<file path="config.mk">
export PLATFORM = sky130hd
export DESIGN_NAME = rgbrs_div
export DESIGN_NICKNAME = d
export VERILOG_FILES = /design/src/hdl/rgbrs_div.sv
export SDC_FILE = /design/constraint.sdc
export NUM_CORES = 2
export LEC_CHECK = 0
export ABC_AREA = 0
export BUFFER_PORTS_ARGS = -buffer_cell sky130_fd_sc_hd__buf_2
export CORE_ASPECT_RATIO = 0.75
export CORE_MARGIN = 2
export CORE_UTILIZATION = 47
export DETAILED_ROUTE_END_ITERATION = 10
export GPL_ROUTABILITY_DRIVEN = 0
export GPL_TIMING_DRIVEN = 0
export PLACE_DENSITY_LB_ADDON = 0.08
export SYNTH_ARGS = -nofsm -noshare
export SYNTH_HDL_FRONTEND = slang
export SYNTH_SLANG_ARGS = --single-unit
</file>
<file path="constraint.sdc">
create_clock -name i_clk -period 4.15 [get_ports i_clk]
set_clock_uncertainty 0.15 [all_clocks]
set_input_delay 0.6225 -clock i_clk [delete_from_list [all_inputs] [get_ports i_clk]]
set_output_delay 0.6225 -clock i_clk [all_outputs]
set_load 0.02 [all_outputs]
</file>
<file path="src/hdl/rgbrs_div.sv">
// Pipelined restoring divider, one quotient bit per stage.
module rgbrs_div #(
    parameter int NW = 37,
    parameter int DW = 13
) (
    input  logic          i_clk,
    input  logic [NW-1:0] i_num,
    input  logic [DW-1:0] i_den,
    output logic [NW-1:0] o_quo
);

    logic [DW-1:0] r_rem [NW];
    logic [NW-1:0] r_num [NW];
    logic [NW-1:0] r_quo [NW];

    for (genvar k = 0; k < NW; k++) begin : g_stage
        logic [DW-1:0] rem_in;
        logic [NW-1:0] num_in;
        logic [NW-1:0] quo_in;
        logic [DW:0]   trial;
        logic          ge;

        if (k == 0) begin : g_first
            assign rem_in = '0;
            assign num_in = i_num;
            assign quo_in = '0;
        end else begin : g_next
            assign rem_in = r_rem[k-1];
            assign num_in = r_num[k-1];
            assign quo_in = r_quo[k-1];
        end

        always_comb begin
            trial = {rem_in, num_in[NW-1]};
            ge    = trial >= {1'b0, i_den};
        end

        always_ff @(posedge i_clk) begin
            r_rem[k] <= ge ? DW'(trial - {1'b0, i_den}) : trial[DW-1:0];
            r_num[k] <= num_in << 1;
            r_quo[k] <= {quo_in[NW-2:0], ge};
        end
    end

    assign o_quo = r_quo[NW-1];

endmodule

</file>
* Word level (Yosys, flattened, before mapping)
Memory sizes are Yosys's and may differ from the RTL's.
Index checks and enable logic that the tools add are counted.
Widths: inputs -> output; s select.
** Cells by class
- Multiplexer cells :: 37
- Add/subtract/negate cells :: 37
- $lt $le $gt $ge :: 37
** Operators with widths (count)
- $ge 14x13->1 :: 36
- $mux 13 :: 37
- $sub 13x13->13 :: 36
- $ge 1x13->1 :: 1
- $sub 1x13->13 :: 1
** Word-level totals
- Memories kept :: 3
- Input port bits :: 51
- Logic and storage cells :: 114
- Bits in writable memories :: 3182
- Register bits after elaboration :: 0
** Memory list
- r_quo :: depth 37, bits a word 37, read ports 37, clocked after memory_dff 0, write ports 37, line 14 : logic [NW-1:0] r_quo [NW];
- r_num :: depth 37, bits a word 36, read ports 36, clocked after memory_dff 0, write ports 37, line 13 : logic [NW-1:0] r_num [NW];
- r_rem :: depth 37, bits a word 13, read ports 36, clocked after memory_dff 0, write ports 37, line 12 : logic [DW-1:0] r_rem [NW];

* Longest topological paths before layout
An unclocked memory read counts as a cell.
- Depth after elaboration :: 3
- Depth in mapped cells :: 12

* Worst setup path before layout
No wires, ideal clock.
- Path kind :: input -> register
- Start point :: in i_den[2]
- End point :: mem r_rem[11][11]
- Stages :: 10
- Path slack :: 0.401 ns
- Path buffers :: 1
- Required time :: 3.879 ns
- Arrival :: 3.478 ns
- Setup time :: 0.121 ns
- Path through :: inv_1 -> ha_1 -> nor2b_1 -> o21ai_1 -> a21oi_1 -> a211oi_2 -> o211ai_1 -> a311oi_4 -> buf_6 -> mux2_2
** RTL lines
- start, declared :: line 8 : input logic [DW-1:0] i_den,
- end, declared :: line 12

==> flow_metrics.py <==
metrics = {
    "sta": {
        "layout_worst_path_cycle_share_pct": 88.2,
        "final_total_negative_setup_slack_ns": 0,
        "maxClockFrequency_mhz": 273,
        "rsz0062_at_grt": "no",
        "worst_slew_pin_slew_ns": 0.870,
        "period_needed_ns": 3.66,
        "post-route-worst-setup-slack_ns": 0.490,
        "finish_stage_setup_viols": 0,
        "max_transition_viols_final": 0,
        "timing_hold_violations_final": 0,
        "relative_slew_margins_pct": 42.0,
    },
    "synthesis": {
        "ys_top_cells_by_count": "1837 x dfxtp_1, 470 x ha_1, 236 x a21oi_1",
        "synth-main-ff-cell": "dfxtp_1",
        "synthMostInstantiatedCell": "dfxtp_1",
        "synth.area.top_cells": "dfxtp_1 57%, ha_1 9.2%, mux2_1 3.4%",
        "synthesized_cell_area_um2": 64100,
        "synthDominantCellAreaShare_pct": 57.3,
        "ffs_latches_synth": 1837,
        "portion_of_the_post_synthesis_area_used_by_sequential_elements_pct": 57.3,
        "postSynthCellCount": 5346,
        "net_count_after_synthesis": 5902,
        "async_reset_ff_share_pct": 0,
        "syn-mean-instance-area_um2": 12.0,
        "synthDominantAreaCellType": "dfxtp_1",
        "yosysWarnings": 0,
        "yosysUniqueCellTypes": 82,
        "number_of_flops_mapped_to_enable_cells_by_yosys": 0,
    },
    "clock_network": {
        "htree_levels": 4,
        "clk_pin_slew_worst_paths_ns": 0.06,
        "postCtsSetupRepairBufs": 0,
        "clk-insertion-delay-late_ns": 0.80,
        "cts_buffer_depth": 3,
        "cts_tree": "yes",
        "numCtsBuffers": 170,
        "clkSinkCount": 1837,
        "cts_root_buffer": "clkbuf_16",
        "post_cts.resized_instances": 0,
    },
    "critical_path": {
        "timing.setup.critical_path_class": "input pin to flip-flop",
        "nature_of_the_critical_path_endpoint": "flip-flop",
        "worst-endpoint-required_ns": 4.68,
        "worst_path_max_delay_cell": "or4b_1",
        "worstPathArrival_ns": 4.19,
        "timing.critical_path.slowest_cell_delay_ns": 0.50,
        "critical_path.max_fanout": 27,
        "r2r_cells": 11,
        "cp-start-kind": "input pin",
        "crit_chain": "buf_4 > buf_16 > inv_2 > buf_12 > ha_1 > nor2b_4 > o31a_1 > or4b_1 > a221o_1 > o31ai_2 > xnor2_1 > mux2_2",
    },
    "drt": {
        "num_vias": 38200,
        "topRoutingLayerUsed": "met4",
        "drc": 0,
        "vias_per_cell": 5.04,
        "wirelength_um": 116000,
        "drtIter0Drc": 2446,
        "drt_pre_antenna_iters": 5,
        "route.layer.met1.wl_um": 62100,
        "routed_wire_length_per_instance_um": 15.3,
        "detail-route-antenna-nets": 0,
        "wl_met2_um": 45900,
        "met3_wirelength_um": 5550,
    },
    "floorplan": {
        "rows": 117,
        "initial_core_utilization_pct": 47.3,
        "dieHeight_um": 324,
        "floorplan.die.width_um": 431,
        "floorplan.die_area_um2": 139000,
        "core-area_um2": 136000,
        "num_io_pins": 88,
    },
    "place": {
        "port_buffers": 87,
        "place_worst_setup_slack_ns": -0.339,
        "hpwl_um": 80800,
    },
    "global_route": {
        "grt_antenna_before_repair": 5,
        "grt_first_pass_wirelength_um": 188000,
        "via_count_of_the_first_global_routing_pass": 36500,
        "grt_max_degree": 38,
        "grt_remaining_overflow": 0,
        "grt_use_total_pct": 16.7,
    },
    "power_and_ir_drop": {
        "power_spent_charging_and_discharging_nets_w": 0.0190,
        "power_density_nw_per_um2": 819,
        "vdd.ir_drop.worst_mv": 0.466,
        "seqPwrFrac_pct": 39.5,
        "cellLeakagePower_nw": 31.8,
        "power_frac_comb_pct": 34.0,
        "power.clock.fraction_pct": 26.5,
        "internal_power_w": 0.0412,
        "power_switching_share_pct": 31.5,
    },
    "layout": {
        "multi_input_area_um2": 26300,
        "layout.area.seq_um2": 36800,
        "fill_cells": 11600,
        "layout-drive-gt1-share_pct": 11.6,
        "area.growth.synth_to_final_pct": 14.4,
        "final_net_count": 6211,
    },
    "run": {
        "drv.max_cap_violation_count": 0,
    },
    "min_path": {
        "hp-class": "flip-flop to flip-flop",
        "min_path_cells": 0,
    },
    "outcome": {
        "outcome": "complete, no violations",
    },
}
-- what timing repair did --
item                       CTS  global route
setup endpoints to repair    0             0
hold endpoints to repair    37             0
hold buffers                37             0
-- cell type report --
class / count / share of cell area [%]
diodes: 2 / 0.00682
plain buffers: 62 / 0.471
clock buffers: 220 / 6.38
clock inverters: 87 / 1.63
inverters: 189 / 0.967
multi-input cells: 3258 / 35.9
flip-flops and latches: 1837 / 50.1
well taps: 1785 / 3.04
repair buffers: 137 / 1.50
-- layout by cell type (no fill, tap or decap), drive strengths merged, types with 20 or more instances in the layout --
master and n:
a311oi 20, o31ai 42, o21a 89, a221o 27, a21o 135, a211oi 48, xor2 116, buf 133
nor4 30, or3 23, mux2 353, and2 40, clkinv 45, a21boi 34, nand2 210, nor2 223
nand2b 46, and3 37, a21oi 242, nand3 57, nor2b 92, or2 22, o211ai 31, o21ai 220
mux2i 92, inv 200, dlygate4sd3 37, fa 35, dfxtp 1837, xnor2 180, clkbuf 249, o31a 27
ha 470, nand4 60, nor3 112
-- path summary, 6_finish.rpt --
| path | startpoint | endpoint | slack, ns |
|---|---|---|---|
| min reg2reg | r_quo[4][115] | r_quo[4][153] | 0.15 |
| min | r_quo[4][115] | r_quo[4][153] | 0.15 |
| max reg2reg | r_num[30][35] | r_rem[31][10] | 0.75 |
| max | i_den[1] | r_rem[11][11] | 0.49 |
-- flip-flops by register name, indices dropped and copies added (netlist names) --
| name | flops |
|---|---|
| r_num | 666 |
| r_rem | 468 |
| r_quo | 703 |
-- critical path, delay by kind of cell --
kind | cells | cell delay [ns]
buf+inv | 4 | 1.19
simple gates | 2 | 0.64
mux | 1 | 0.28
compound gates | 3 | 0.87
xor+xnor | 1 | 0.09
fa+ha+maj | 1 | 0.35
-- power by group through the flow --
stage               logic [W]  clock network (W)  registers, W
finish                 0.0204             0.0159        0.0237
global route           0.0229             0.0173        0.0242
CTS                    0.0204             0.0165        0.0238
detailed placement     0.0202                  0        0.0242
global placement       0.0199                  0        0.0241
floorplan              0.0162                  0        0.0237
-- per-layer routing --
| metal | up-vias | GRT usage, % |
|---|---|---|
| met5 | - | 0 |
| met4 | 0 | 5.11 |
| met3 | 196 | 3.20 |
| met2 | 732 | 24.0 |
| met1 | 17600 | 25.2 |
| li1 | 19600 | - |
-- metrics by stage --
step           instances  power [W]  area [µm²]  hold slack (ns)  util, %
5_1_grt             7576     0.0643       73400            0.150     54.1
4_1_cts             7575     0.0607       73400            0.106     54.1
3_3_place_gp        7218     0.0440       66800            0.159     49.3
2_1_floorplan       5346     0.0399       64100            0.160        -
6_report            7577     0.0601       73400            0.149     54.1
3_5_place_dp        7231     0.0444       67100            0.162     49.5
-- logic make-up (layout without fill, tap and decap cells) --
| logic type | Yosys count | after routing | synth area share [%] |
|---|---|---|---|
| flops | 1837 | 1837 | 57.3 |
| compound gates | 1033 | 1033 | 11.1 |
| simple gates | 979 | 979 | 8.00 |
| fa+ha+maj | 505 | 505 | 10.3 |
| mux | 445 | 445 | 7.63 |
| xor+xnor | 296 | 296 | 4.04 |
| buf+inv | 251 | 695 | 1.64 |
| other cells | 0 | 2 | 0 |
No activity file was read; power rests on OpenSTA's default activity.
